File: config.mk
export PLATFORM = sky130hd
export DESIGN_NAME = m6800_misc_inherent_ops_flat
export DESIGN_NICKNAME = d
export VERILOG_FILES = /design/src/sv/m68mi_pkg.sv /design/src/sv/m68mi_ifs.sv /design/src/sv/m68mi_exec.sv /design/src/sv/m68mi_skid.sv /design/src/sv/m6800_misc_inherent_ops.sv /design/src/flat_wrapper.sv
export SDC_FILE = /design/constraint.sdc
export NUM_CORES = 1
export LEC_CHECK = 0
export ABC_AREA = 1
export BUFFER_PORTS_ARGS = -buffer_cell sky130_fd_sc_hd__buf_2
export CORE_UTILIZATION = 44
export CTS_CLUSTER_DIAMETER = 40
export DETAILED_ROUTE_END_ITERATION = 10
export HOLD_SLACK_MARGIN = 0.05
export PLACE_DENSITY = 0.58
export RECOVER_POWER = 100
export SYNTH_ARGS = -nofsm -noshare
export SYNTH_HDL_FRONTEND = slang
export SYNTH_HIERARCHICAL = 1
export SYNTH_SLANG_ARGS = --single-unit
File: constraint.sdc
create_clock -name clk -period 6.7 [get_ports clk]
set_input_delay 0.67 -clock clk [delete_from_list [all_inputs] [get_ports clk]]
set_output_delay 0.67 -clock clk [all_outputs]
set_load 0.05 [all_outputs]
File: src/sv/m68mi_pkg.sv
// Package for the 6800 accumulator and flag instruction unit.
// It holds the opcode and mode codes, flag bit positions and transaction payload types.
// It has no dependencies and is compiled first.
package m68mi_pkg;

    typedef enum logic [3:0] {
        OP_CLC  = 4'd0,
        OP_CLI  = 4'd1,
        OP_NOP  = 4'd2,
        OP_SEC  = 4'd3,
        OP_SEI  = 4'd4,
        OP_TAB  = 4'd5,
        OP_TAP  = 4'd6,
        OP_TBA  = 4'd7,
        OP_TPA  = 4'd8,
        OP_NEGA = 4'd9,
        OP_NEGB = 4'd10,
        OP_NEGM = 4'd11
    } op_t;

    typedef enum logic [1:0] {
        MODE_INH   = 2'd0,
        MODE_IDX   = 2'd1,
        MODE_EXT   = 2'd2,
        MODE_OTHER = 2'd3
    } mode_t;

    // Bit positions in the condition-code byte.
    localparam int FLAG_C = 0;
    localparam int FLAG_V = 1;
    localparam int FLAG_Z = 2;
    localparam int FLAG_N = 3;
    localparam int FLAG_I = 4;

    // The only operand whose negation overflows.
    localparam logic [7:0] NEG_OVF_VALUE = 8'h80;

    typedef struct packed {
        logic [3:0] op;
        logic [1:0] access_mode;
        logic [7:0] mem_value;
    } cmd_t;

    typedef struct packed {
        logic       ok;
        logic [7:0] acc_a;
        logic [7:0] acc_b;
        logic [7:0] cond_codes;
        logic       mem_write;
        logic [7:0] mem_result;
    } rsp_t;

endpackage

File: src/sv/m68mi_ifs.sv
// Valid/ready channel interfaces for the instruction and result transactions.
// Payload fields follow the types in m68mi_pkg.
interface m68mi_cmd_if;
    logic       valid;
    logic       ready;
    logic [3:0] op;
    logic [1:0] access_mode;
    logic [7:0] mem_value;

    modport source (output valid, output op, output access_mode, output mem_value, input ready);
    modport sink   (input valid, input op, input access_mode, input mem_value, output ready);
endinterface

interface m68mi_rsp_if;
    logic       valid;
    logic       ready;
    logic       ok;
    logic [7:0] acc_a;
    logic [7:0] acc_b;
    logic [7:0] cond_codes;
    logic       mem_write;
    logic [7:0] mem_result;

    modport source (output valid, output ok, output acc_a, output acc_b, output cond_codes,
                    output mem_write, output mem_result, input ready);
    modport sink   (input valid, input ok, input acc_a, input acc_b, input cond_codes,
                    input mem_write, input mem_result, output ready);
endinterface

File: src/sv/m68mi_exec.sv
// Execute stage: holds accumulators A, B and the condition codes and applies one instruction.
// Depends on m68mi_pkg for opcode, mode and flag definitions.
module m68mi_exec
(
    input  logic            clk,
    input  logic            rst_n,
    input  logic            fire,
    input  m68mi_pkg::cmd_t cmd,
    output m68mi_pkg::rsp_t rsp
);

    logic [7:0] acc_a_reg, acc_a_next;
    logic [7:0] acc_b_reg, acc_b_next;
    logic [7:0] flags_reg, flags_next;

    logic       pair_ok;
    logic [7:0] neg_in;
    logic [7:0] neg_res;
    logic [7:0] neg_flags;
    logic [7:0] mov_val;
    logic [7:0] mov_flags;

    always_comb
    begin
        if (cmd.op == m68mi_pkg::OP_NEGM)
        begin
            pair_ok = (cmd.access_mode == m68mi_pkg::MODE_IDX) ||
                      (cmd.access_mode == m68mi_pkg::MODE_EXT);
        end
        else
        begin
            pair_ok = (cmd.op <= m68mi_pkg::OP_NEGB) &&
                      (cmd.access_mode == m68mi_pkg::MODE_INH);
        end
    end

    // Shared negate unit: its operand is A, B or the memory byte.
    always_comb
    begin
        case (cmd.op)
            m68mi_pkg::OP_NEGA: neg_in = acc_a_reg;
            m68mi_pkg::OP_NEGB: neg_in = acc_b_reg;
            default:            neg_in = cmd.mem_value;
        endcase
        neg_res = ~neg_in + 8'd1;
        neg_flags = flags_reg;
        neg_flags[m68mi_pkg::FLAG_C] = (neg_in != 8'd0);
        neg_flags[m68mi_pkg::FLAG_V] = (neg_in == m68mi_pkg::NEG_OVF_VALUE);
        neg_flags[m68mi_pkg::FLAG_N] = neg_res[7];
        neg_flags[m68mi_pkg::FLAG_Z] = (neg_res == 8'd0);
    end

    // Transfers between accumulators set N and Z from the byte moved and clear V.
    always_comb
    begin
        mov_val = (cmd.op == m68mi_pkg::OP_TAB) ? acc_a_reg : acc_b_reg;
        mov_flags = flags_reg;
        mov_flags[m68mi_pkg::FLAG_N] = mov_val[7];
        mov_flags[m68mi_pkg::FLAG_Z] = (mov_val == 8'd0);
        mov_flags[m68mi_pkg::FLAG_V] = 1'b0;
    end

    always_comb
    begin
        acc_a_next     = acc_a_reg;
        acc_b_next     = acc_b_reg;
        flags_next     = flags_reg;
        rsp.mem_write  = 1'b0;
        rsp.mem_result = 8'd0;
        if (pair_ok)
        begin
            case (cmd.op)
                m68mi_pkg::OP_CLC:  flags_next[m68mi_pkg::FLAG_C] = 1'b0;
                m68mi_pkg::OP_CLI:  flags_next[m68mi_pkg::FLAG_I] = 1'b0;
                m68mi_pkg::OP_SEC:  flags_next[m68mi_pkg::FLAG_C] = 1'b1;
                m68mi_pkg::OP_SEI:  flags_next[m68mi_pkg::FLAG_I] = 1'b1;
                m68mi_pkg::OP_TAB:
                begin
                    acc_b_next = mov_val;
                    flags_next = mov_flags;
                end
                m68mi_pkg::OP_TAP:  flags_next = acc_a_reg;
                m68mi_pkg::OP_TBA:
                begin
                    acc_a_next = mov_val;
                    flags_next = mov_flags;
                end
                m68mi_pkg::OP_TPA:  acc_a_next = flags_reg;
                m68mi_pkg::OP_NEGA:
                begin
                    acc_a_next = neg_res;
                    flags_next = neg_flags;
                end
                m68mi_pkg::OP_NEGB:
                begin
                    acc_b_next = neg_res;
                    flags_next = neg_flags;
                end
                m68mi_pkg::OP_NEGM:
                begin
                    flags_next     = neg_flags;
                    rsp.mem_write  = 1'b1;
                    rsp.mem_result = neg_res;
                end
                default:
                begin
                end
            endcase
        end
        rsp.ok         = pair_ok;
        rsp.acc_a      = acc_a_next;
        rsp.acc_b      = acc_b_next;
        rsp.cond_codes = flags_next;
    end

    always_ff @(posedge clk or negedge rst_n)
    begin
        if (!rst_n)
        begin
            acc_a_reg <= 8'd0;
            acc_b_reg <= 8'd0;
            flags_reg <= 8'd0;
        end
        else if (fire)
        begin
            acc_a_reg <= acc_a_next;
            acc_b_reg <= acc_b_next;
            flags_reg <= flags_next;
        end
    end

endmodule

File: src/sv/m68mi_skid.sv
// Result register with a skid entry, driving the result channel.
// Depends on m68mi_pkg for the result type and m68mi_ifs for the channel.
module m68mi_skid
(
    input  logic            clk,
    input  logic            rst_n,
    input  logic            push,
    input  m68mi_pkg::rsp_t push_data,
    output logic            can_push,
    m68mi_rsp_if.source     rsp
);

    logic            out_valid_reg, out_valid_next;
    logic            skid_valid_reg, skid_valid_next;
    m68mi_pkg::rsp_t out_data_reg, out_data_next;
    m68mi_pkg::rsp_t skid_data_reg, skid_data_next;
    logic            take;

    assign take     = out_valid_reg && rsp.ready;
    assign can_push = !skid_valid_reg;

    always_comb
    begin
        out_valid_next  = out_valid_reg;
        skid_valid_next = skid_valid_reg;
        out_data_next   = out_data_reg;
        skid_data_next  = skid_data_reg;
        if (skid_valid_reg)
        begin
            if (take)
            begin
                out_data_next   = skid_data_reg;
                skid_valid_next = 1'b0;
            end
        end
        else if (push)
        begin
            if (out_valid_reg && !take)
            begin
                skid_data_next  = push_data;
                skid_valid_next = 1'b1;
            end
            else
            begin
                out_data_next  = push_data;
                out_valid_next = 1'b1;
            end
        end
        else if (take)
        begin
            out_valid_next = 1'b0;
        end
    end

    always_ff @(posedge clk or negedge rst_n)
    begin
        if (!rst_n)
        begin
            out_valid_reg  <= 1'b0;
            skid_valid_reg <= 1'b0;
        end
        else
        begin
            out_valid_reg  <= out_valid_next;
            skid_valid_reg <= skid_valid_next;
        end
    end

    always_ff @(posedge clk)
    begin
        out_data_reg  <= out_data_next;
        skid_data_reg <= skid_data_next;
    end

    assign rsp.valid      = out_valid_reg;
    assign rsp.ok         = out_data_reg.ok;
    assign rsp.acc_a      = out_data_reg.acc_a;
    assign rsp.acc_b      = out_data_reg.acc_b;
    assign rsp.cond_codes = out_data_reg.cond_codes;
    assign rsp.mem_write  = out_data_reg.mem_write;
    assign rsp.mem_result = out_data_reg.mem_result;

endmodule

File: src/sv/m6800_misc_inherent_ops.sv
// Top level of the 6800 accumulator and flag instruction unit.
// Depends on m68mi_pkg, m68mi_ifs, m68mi_exec and m68mi_skid.
//
// This block executes CLC, CLI, NOP, SEC, SEI, TAB, TAP, TBA, TPA, NEGA, NEGB and
// NEG on a memory byte against its own accumulators A and B and the condition-code
// byte, all cleared by reset. Each accepted instruction transaction produces exactly
// one result transaction carrying ok, the accumulators and flags after the step, and
// for a successful NEG memory the negated byte with mem_write set. An instruction in
// an unsupported addressing mode, or an unused opcode, returns ok low and leaves the
// state untouched. While results are taken, the block sustains one instruction per clock:
// the state update is a loop through the execute logic, fed from an input register. An
// accepted instruction passes through the input register and then the result register
// before its result is valid on the result channel. The result register has a skid
// entry behind it, so while a result waits to be taken the block keeps accepting
// instructions until the skid entry and the input register are both full, and only
// then stalls the instruction channel.
module m6800_misc_inherent_ops
(
    input  logic        clk,
    input  logic        rst_n,
    m68mi_cmd_if.sink   cmd,
    m68mi_rsp_if.source rsp
);

    // Input register stage.
    logic            s1_valid_reg, s1_valid_next;
    m68mi_pkg::cmd_t s1_cmd_reg;

    logic            advance;
    logic            can_push;
    m68mi_pkg::rsp_t exec_rsp;

    // The registered instruction moves on, and updates the state, whenever the
    // result buffer has room for its result.
    assign advance   = s1_valid_reg && can_push;
    assign cmd.ready = !s1_valid_reg || advance;

    always_comb
    begin
        s1_valid_next = s1_valid_reg;
        if (cmd.ready)
        begin
            s1_valid_next = cmd.valid;
        end
    end

    always_ff @(posedge clk or negedge rst_n)
    begin
        if (!rst_n)
        begin
            s1_valid_reg <= 1'b0;
        end
        else
        begin
            s1_valid_reg <= s1_valid_next;
        end
    end

    always_ff @(posedge clk)
    begin
        if (cmd.valid && cmd.ready)
        begin
            s1_cmd_reg.op          <= cmd.op;
            s1_cmd_reg.access_mode <= cmd.access_mode;
            s1_cmd_reg.mem_value   <= cmd.mem_value;
        end
    end

    m68mi_exec u_exec
    (
        .clk   (clk),
        .rst_n (rst_n),
        .fire  (advance),
        .cmd   (s1_cmd_reg),
        .rsp   (exec_rsp)
    );

    m68mi_skid u_skid
    (
        .clk       (clk),
        .rst_n     (rst_n),
        .push      (advance),
        .push_data (exec_rsp),
        .can_push  (can_push),
        .rsp       (rsp)
    );

endmodule

File: src/flat_wrapper.sv
// flat-port wrapper written by rule: the top's interface ports become plain ports
module m6800_misc_inherent_ops_flat 
  (clk, rst_n, cmd_valid, cmd_op, cmd_access_mode, cmd_mem_value, cmd_ready, rsp_valid, rsp_ok, rsp_acc_a, rsp_acc_b, rsp_cond_codes, rsp_mem_write, rsp_mem_result, rsp_ready);
  m68mi_cmd_if cmd_i ();
  m68mi_rsp_if rsp_i ();
  input  logic clk;
  input  logic rst_n;
  input wire logic [$bits(cmd_i.valid)-1:0] cmd_valid;
  input wire logic [$bits(cmd_i.op)-1:0] cmd_op;
  input wire logic [$bits(cmd_i.access_mode)-1:0] cmd_access_mode;
  input wire logic [$bits(cmd_i.mem_value)-1:0] cmd_mem_value;
  output wire logic [$bits(cmd_i.ready)-1:0] cmd_ready;
  output wire logic [$bits(rsp_i.valid)-1:0] rsp_valid;
  output wire logic [$bits(rsp_i.ok)-1:0] rsp_ok;
  output wire logic [$bits(rsp_i.acc_a)-1:0] rsp_acc_a;
  output wire logic [$bits(rsp_i.acc_b)-1:0] rsp_acc_b;
  output wire logic [$bits(rsp_i.cond_codes)-1:0] rsp_cond_codes;
  output wire logic [$bits(rsp_i.mem_write)-1:0] rsp_mem_write;
  output wire logic [$bits(rsp_i.mem_result)-1:0] rsp_mem_result;
  input wire logic [$bits(rsp_i.ready)-1:0] rsp_ready;
  assign cmd_i.valid = cmd_valid;
  assign cmd_i.op = cmd_op;
  assign cmd_i.access_mode = cmd_access_mode;
  assign cmd_i.mem_value = cmd_mem_value;
  assign cmd_ready = cmd_i.ready;
  assign rsp_valid = rsp_i.valid;
  assign rsp_ok = rsp_i.ok;
  assign rsp_acc_a = rsp_i.acc_a;
  assign rsp_acc_b = rsp_i.acc_b;
  assign rsp_cond_codes = rsp_i.cond_codes;
  assign rsp_mem_write = rsp_i.mem_write;
  assign rsp_mem_result = rsp_i.mem_result;
  assign rsp_i.ready = rsp_ready;
  m6800_misc_inherent_ops u_core (.clk(clk), .rst_n(rst_n), .cmd(cmd_i), .rsp(rsp_i));
endmodule
==> results of run 1 <==
[layout make-up]
class | count | share of cell area (%)
Inverter | 61 | 3.96
Timing Repair Buffer | 55 | 3.91
Clock inverter | 7 | 0.973
Multi-Input combinational cell | 384 | 29.9
Sequential cell | 109 | 54.2
Clock buffer | 9 | 3.89
Tap cell | 143 | 3.09
[worst paths after layout]
kind	start	end	cells after the start
worst max-delay path	u_core/u_skid/skid_valid_reg$_DFF_PN0_	u_core/u_exec/flags_reg[0]$_DFFE_PN0P_	7
worst min-delay path	cmd_op[2]	u_core/s1_cmd_reg[12]$_DFFE_PP_	1
worst max register to register	u_core/u_skid/skid_valid_reg$_DFF_PN0_	u_core/u_exec/flags_reg[0]$_DFFE_PN0P_	7
worst min register to register	u_core/u_skid/skid_data_reg[10]$_DFFE_PP_	u_core/u_skid/rsp.cond_codes[1]$_DFFE_PP_	2
max in group asynchronous	rst_n	u_core/u_skid/skid_valid_reg$_DFF_PN0_	1
min in group asynchronous	rst_n	u_core/u_exec/acc_a_reg[5]$_DFFE_PN0P_	1
[layer usage]
metal | share of wire [%] | up-vias | track usage [%]
met5 | 0 | - | 0
met4 | 2.1 | 0 | 9.46
met3 | 5.7 | 16 | 4.25
met2 | 45 | 141 | 33.4
met1 | 47 | 1930 | 30.0
li1 | - | 1985 | -
[cells in the final DEF, fill, tap and decap left out, types with 6 or more instances in the layout]
cell type and n:
nor2_1 42, clkbuf_16 9, dfrtp_1 27, nand3_1 28
buf_2 16, o21ai_0 32, a21oi_1 9, clkbuf_1 39
edfxtp_1 82, nand2_1 222, a22oi_1 6, o22ai_1 10
inv_1 59
[worst max-delay path, stage by stage (launching register included)]
cell and delay, ps:
dfrtp_1 810, inv_1 1020, nand2_1 120, inv_1 140
clkbuf_1 1200, inv_1 470, nand2_1 140, o21ai_0 90
[through the flow]
step           worst slack [ps]  cells  util, %  power, W
2_1_floorplan              3740    570        -   0.00194
3_3_place_gp               3450    752     48.7   0.00217
3_5_place_dp               3310    752     48.7   0.00218
4_1_cts                    3320    768     51.1   0.00270
5_1_grt                    2010    768     50.0   0.00278
6_report                   2580    768     50.0   0.00263
[logic make-up (layout without fill, tap and decap cells)]
group	count (synthesis)	count (layout)	share of synthesized area (%)
and+or+nand+nor	306	306	24.3
buffers and inverters	77	132	6.64
DFF	109	109	59.4
AOI/OAI and AO/OA	76	76	9.12
adders and majority gates	2	2	0.474
[power by group through the flow]
stage               Clock [W]  Sequential [W]  Combinational [W]
finish               0.000505         0.00113           0.000997
global route         0.000545         0.00115            0.00109
CTS                  0.000523         0.00113            0.00104
detailed placement          0         0.00114            0.00104
global placement            0         0.00113            0.00103
floorplan                   0         0.00143           0.000508
==> impl_metrics.ini, run 1 <==
[cts]
clk_latency_ps = 360
cts_tree = yes
htreeDepth = 3
path_clk_slew_ps = 70
cts_buffers = 9
cts_hold_buf = 0
cts_setup_buffers = 0
cts_resized = 0
clock_path_buffers = 2
cts_root_buf = clkbuf_16
cts_sinks = 109

[die]
initial_core_util_pct = 45.6
dieWidth_um = 112
fp.dieH_um = 112
coreArea_um2 = 11600
dieArea_um2 = 12400
ioPinCount = 54
rows = 39

[yosys]
synth_top_area_share_pct = 46.6
synth-edff-count = 82
synth-async-reset-ratio_pct = 24.8
synthCells = 570
yosysWarningCount = 6
syn_nets = 590
syn_area_um2 = 5280
synth_most_common_cell = nand2_1
yosysSeqAreaShare_pct = 59.4
synth.ff_latch_count = 109
synth_flop_cell = edfxtp_1
yosysTopAreaCell = edfxtp_1
synth_cell_types = 36
synthTopCellsByArea = edfxtp_1 (47%), nand2_1 (16%), dfrtp_1 (13%)
syn_area_per_cell_um2 = 9.26
ys_top_cells_by_count = nand2_1 (219), edfxtp_1 (82), inv_1 (55), nor2_1 (37), o21ai_0 (28)

[power_and_ir_drop]
p_leak_nw = 2.47
p_int_w = 0.00145
power_frac_seq_pct = 42.9
p_comb_share_pct = 37.9
clkPwrFrac_pct = 19.2
power.switching_w = 0.00118
p_sw_share_pct = 44.8
ir_drop_v = 0.000147
power_density_nw_per_um2 = 454

[final_layout]
syn_to_final_growth_pct = 9.60
fin_area_um2 = 5790
multi_input_area_um2 = 1730
nFillCells = 1123
antennaDiodeCount = 0
largest_reg_flops = 34
regArea_um2 = 3140
drive_gt1_share_pct = 7.04
nNetsFinal = 640

[sta]
hold_viol_final = 0
fin_crit_ps = 4120
period_share_pct = 61.5
fmax_mhz = 243
finClkSkew_ps = 7.72
worstMarginPinSlew_ps = 1710
slew_headroom_pct = -14.0
tns_ps = 0
final-max-slew-violation-count = 71
whs_ps = 480
rsz0062_at_grt = false
setup_viol = 0

[setup_path]
cp_max_fo = 42
cp.required_ps = 6930
reg2reg_slack_ps = 2580
arrival_ps = 4350
critical_path_class = flop to flop
start_kind = flop
end_kind = flop

[run_status]
violations = design-rule violations, max-capacitance violations, max-slew violations
outcome = complete, but fails checks

[global_routing]
track_usage_pct = 21.7
overflow = 0
antenna_found_initial = 0
grt_pass1_wl_mm = 20.5
grt_pass1_vias = 3881
grt_max_degree = 43

[route]
drt_iter0_markers = 377
vias = 4072
wl_per_cell_um = 16.4
routed_wl_mm = 12.6
firstDrtPassIters = 8
antenna_left = 0
via_per_inst = 5.30
route.detailed.drc = 3

[hold_path]
holdCritPathClass = input port to flop

[placed_design]
place_area_um2 = 5630
gp_congestion = 0.937
io_buffers = 53
hpwl_mm = 9.10

[run]
cap_violations = 2
Power figures use the tool's default switching activity.
==> run 2, diff against run 1 <==
Clock period 6.7 ns to 4 ns, I/O delays scaled along.
==> impl_metrics.ini, run 2 (synthesized netlist as in run 1, its figures left out) <==
[final_layout]
finish.utilization_pct = 50.2
final_cell_mix = nand2_1 (222), edfxtp_1 (82), inv_1 (58)
nFillCells = 1132
antennaDiodeCount = 0
fin_cells = 772
drive_gt1_share_pct = 7.79
layout_commonest_cell = nand2_1
syn_to_final_growth_pct = 9.93
nNetsFinal = 644
fin_area_um2 = 5800
largest_reg_flops = 34

[cts]
cts_root_buf = clkbuf_16
clk_latency_ps = 360
cts_tree = yes
path_clk_slew_ps = 70
cts_sinks = 109
cts_hold_buf = 0
clock_path_buffers = 2
htreeDepth = 3
cts_buffers = 9
cts_resized = 0
cts_setup_buffers = 0

[sta]
period_share_pct = 81.7
slew_headroom_pct = -16.7
setup_viol = 0
tns_ps = 0
rsz0062_at_grt = false
fin_crit_ps = 3270
fmax_mhz = 306
hold_viol_final = 0
finClkSkew_ps = 9.41
final-max-slew-violation-count = 55
worstMarginPinSlew_ps = 1750
whs_ps = 215

[die]
rows = 39
dieArea_um2 = 12400
fp.dieH_um = 112
ioPinCount = 54
initial_core_util_pct = 45.6
coreArea_um2 = 11600
dieWidth_um = 112

[route]
antenna_left = 0
via_per_inst = 5.33
wl_met1_mm = 6.53
routed_wl_mm = 13.7
vias = 4111
firstDrtPassIters = 8
drt_iter0_markers = 394
route.detailed.drc = 7
met3WireLength_um = 708
wl_met2_mm = 6.12
top_layer = met4
wl_per_cell_um = 17.8

[setup_path]
crit_chain = inv_1, nand2_1, inv_1, inv_1, nor2_1, nand2_1, inv_1, clkbuf_1
cp_common_cell = inv_1
arrival_ps = 3210
end_kind = flop
cp.required_ps = 3950
cp_top_family = buffers and inverters
start_kind = flop
cp_slowest_cell = clkbuf_1
slowest_delay_ps = 1310
critPathBufInv = 5
critical_path_class = flop to flop
cp_max_fo = 26

[global_routing]
grt_pass1_vias = 3846
grt_pass1_wl_mm = 21.7
overflow = 0
track_usage_pct = 23.8
antenna_found_initial = 0
grt_max_degree = 43

[power_and_ir_drop]
power_density_nw_per_um2 = 768
ir_drop_v = 0.000347
p_leak_nw = 2.48

[placed_design]
io_buffers = 53
place_area_um2 = 5660
dp.cells = 756
hpwl_mm = 10.2
gp_congestion = 0.917

[run_status]
violations = design-rule violations, max-capacitance violations, max-slew violations
outcome = complete, but fails checks

[run]
cap_violations = 2

[hold_path]
holdCritPathClass = input port to flop
[run 2: changes by cell type in the layout (fill, tap and decap cells not counted), sizes merged]
cell	delta
clkinv	+1
inv	-3
clkinvlp	-1
clkbuf	+4
buf	+3
[run 2: worst paths after layout]
check	from	to	slack [ps]	depth (start not counted)
worst max register to register	u_core/u_skid/skid_valid_reg$_DFF_PN0_	u_core/u_skid/skid_data_reg[16]$_DFFE_PP_	730	8
max in group asynchronous	rst_n	u_core/u_skid/skid_valid_reg$_DFF_PN0_	2590	1
worst min-delay path	cmd_mem_value[5]	u_core/s1_cmd_reg[5]$_DFFE_PP_	220	1
min in group asynchronous	rst_n	u_core/u_exec/acc_a_reg[3]$_DFFE_PN0P_	450	1
worst min register to register	u_core/u_skid/skid_data_reg[26]$_DFFE_PP_	u_core/u_skid/rsp.acc_a[1]$_DFFE_PP_	520	2
worst max-delay path	u_core/u_skid/skid_valid_reg$_DFF_PN0_	u_core/u_skid/skid_data_reg[16]$_DFFE_PP_	730	8
[run 2: layout make-up]
cell class / instances / area, um2 / share of cell area (%)
clock buffers: 12 / 246 / 4.25
clock inverters: 4 / 25.0 / 0.431
inverters: 61 / 229 / 3.95
multi-input cells: 384 / 1730 / 29.8
flip-flops and latches: 109 / 3140 / 54.1
well taps: 143 / 179 / 3.08
repair buffers: 59 / 254 / 4.38
[run 2: per-layer routing]
layer	track usage, %	up-vias
met3	3.54	25
met4	10.8	0
met2	36.1	135
li1	-	1992
met5	0	-
met1	33.8	1959
[run 2: stage by stage]
step	power (W)	worst slack, ps
floorplan	0.00325	1040
global placement	0.00371	1030
detailed placement	0.00372	1060
CTS	0.00456	1030
global route	0.00470	402
finish	0.00446	732
[run 2: report_power, final]
| part | switching [W] | total (W) | internal, W |
|---|---|---|---|
| logic | 0.00143 | 0.00176 | 0.000325 |
| clock network | 0.000395 | 0.000833 | 0.000438 |
| registers | 0.000172 | 0.00186 | 0.00169 |
==> run 3, diff against run 2 <==
Settings changed: PLACE_DENSITY 0.58 to 0.61.
Clock period 4 ns to 2.9 ns, I/O delays scaled along.
==> impl_metrics.ini, run 3 (synthesized netlist as in run 1, its figures left out) <==
[run_status]
outcome = complete, but fails checks
violations = design-rule violations, max-capacitance violations, max-slew violations

[cts]
htreeDepth = 3
cts_sinks = 109
cts_tree = yes
path_clk_slew_ps = 70
cts_root_buf = clkbuf_16
clock_path_buffers = 2
clk_latency_ps = 360
cts_buffers = 9
cts_resized = 0

[final_layout]
nNetsFinal = 654
layout_commonest_cell = nand2_1
largest_reg_flops = 34
drive_gt1_share_pct = 9.39
antennaDiodeCount = 0
syn_to_final_growth_pct = 12.0
fin_area_um2 = 5910
final_cell_mix = nand2_1 (221), edfxtp_1 (82), inv_1 (59)
regArea_um2 = 3140
nFillCells = 1126
multi_input_area_um2 = 1760
fin_cells = 782

[route]
drt_iter0_markers = 314
routed_wl_mm = 13.8
wl_per_cell_um = 17.7
route.detailed.drc = 2
via_per_inst = 5.29
antenna_left = 0
firstDrtPassIters = 7
vias = 4137

[setup_path]
slowest_delay_ps = 410
cp_slowest_cell = edfxtp_1
cp_common_cell = nand2_1
crit_chain = inv_1, nor2_4, nand2_2, nand2_1, nand3_1, nand2_2, ha_1, inv_1, nor2_4, nand3_2, nand2_1, a21oi_1, a21oi_1, inv_1, nand2_1, nand2_1
start_kind = flop
end_kind = flop
arrival_ps = 2790
cp.required_ps = 3020
cp_num_cells = 16
cp_top_family = simple AND/OR/NAND/NOR gates
critPathBufInv = 3
r2r_cells = 16
critical_path_class = flop to flop
cp_max_fo = 10

[run]
cap_violations = 1

[die]
fp.dieH_um = 112
dieWidth_um = 112
dieArea_um2 = 12400
rows = 39
ioPinCount = 54
initial_core_util_pct = 45.6
coreArea_um2 = 11600

[sta]
rsz0062_at_grt = false
fin_crit_ps = 2670
worstMarginPinSlew_ps = 1730
whs_ps = 102
period_share_pct = 92.2
tns_ps = 0
setup_viol = 0
fmax_mhz = 374
hold_viol_final = 0
slew_headroom_pct = -15.2
final-max-slew-violation-count = 28
finClkSkew_ps = 6.88

[global_routing]
grt_pass1_vias = 4030
overflow = 0
antenna_found_initial = 0
track_usage_pct = 23.8
grt_max_degree = 43
grt_pass1_wl_mm = 21.9

[placed_design]
io_buffers = 53
hpwl_mm = 10.5
dp.cells = 765
gp_congestion = 0.916
place_area_um2 = 5750

[hold_path]
hold_depth = 1
holdCritPathClass = input port to flop

[power_and_ir_drop]
p_leak_nw = 2.54
ir_drop_v = 0.000559
power_density_nw_per_um2 = 1050
-- run 3: changes by cell type in the layout (fill, tap and decap cells not counted), moves of 2 or more --
cell	previous run	this run
nor2_4	2	4
nand3_1	28	26
nor2_1	41	39
nand3_2	2	4
clkbuf_1	41	43
buf_4	3	8
-- run 3: repair_timing --
action,CTS,global route
setup buffers,0,0
hold endpoints to repair,27,0
hold buffers,1,0
-- run 3: final timing paths --
| kind | startpoint | to | slack (ps) |
|---|---|---|---|
| hold / removal | cmd_access_mode[1] | u_core/s1_cmd_reg[9]$_DFFE_PP_ | 100 |
| min in group asynchronous | rst_n | u_core/u_exec/acc_a_reg[5]$_DFFE_PN0P_ | 920 |
| max in group asynchronous | rst_n | u_core/u_skid/skid_valid_reg$_DFF_PN0_ | 970 |
| setup / recovery | u_core/s1_cmd_reg[13]$_DFFE_PP_ | u_core/u_skid/rsp.cond_codes[0]$_DFFE_PP_ | 230 |
| hold reg to reg | u_core/u_skid/skid_data_reg[28]$_DFFE_PP_ | u_core/u_skid/rsp.acc_a[3]$_DFFE_PP_ | 520 |
| setup reg to reg | u_core/s1_cmd_reg[13]$_DFFE_PP_ | u_core/u_skid/rsp.cond_codes[0]$_DFFE_PP_ | 230 |
-- run 3: layer usage --
metal,vias up,wire length (um),global-route usage [%]
met5,-,0,0
met3,25,454,3.21
met4,0,446,12.0
li1,2010,-,-
met1,1998,6550,32.9
met2,104,6350,37.0
-- run 3: cell type report --
cell class	count	area share (%)
multi-input combinational	384	29.7
inverter	61	3.87
clock inverter	6	0.804
sequential	109	53.1
tap	143	3.03
clock buffer	10	3.87
timing repair buffer	69	5.63
-- run 3: through the flow --
step | worst slack (ps) | total power (W) | util [%]
2_1_floorplan | 622 | 0.00448 | -
3_3_place_gp | 347 | 0.00515 | 49.7
3_5_place_dp | 271 | 0.00519 | 49.7
4_1_cts | 252 | 0.00636 | 52.2
5_1_grt | 20.1 | 0.00655 | 51.1
6_report | 228 | 0.00621 | 51.1
-- run 3: power by group --
part | total, W | internal [W] | switching (W)
clock | 0.00116 | 0.000591 | 0.000570
sequential | 0.00255 | 0.00233 | 0.000225
combinational | 0.00250 | 0.000492 | 0.00200
total | 0.00621 | 0.00341 | 0.00280
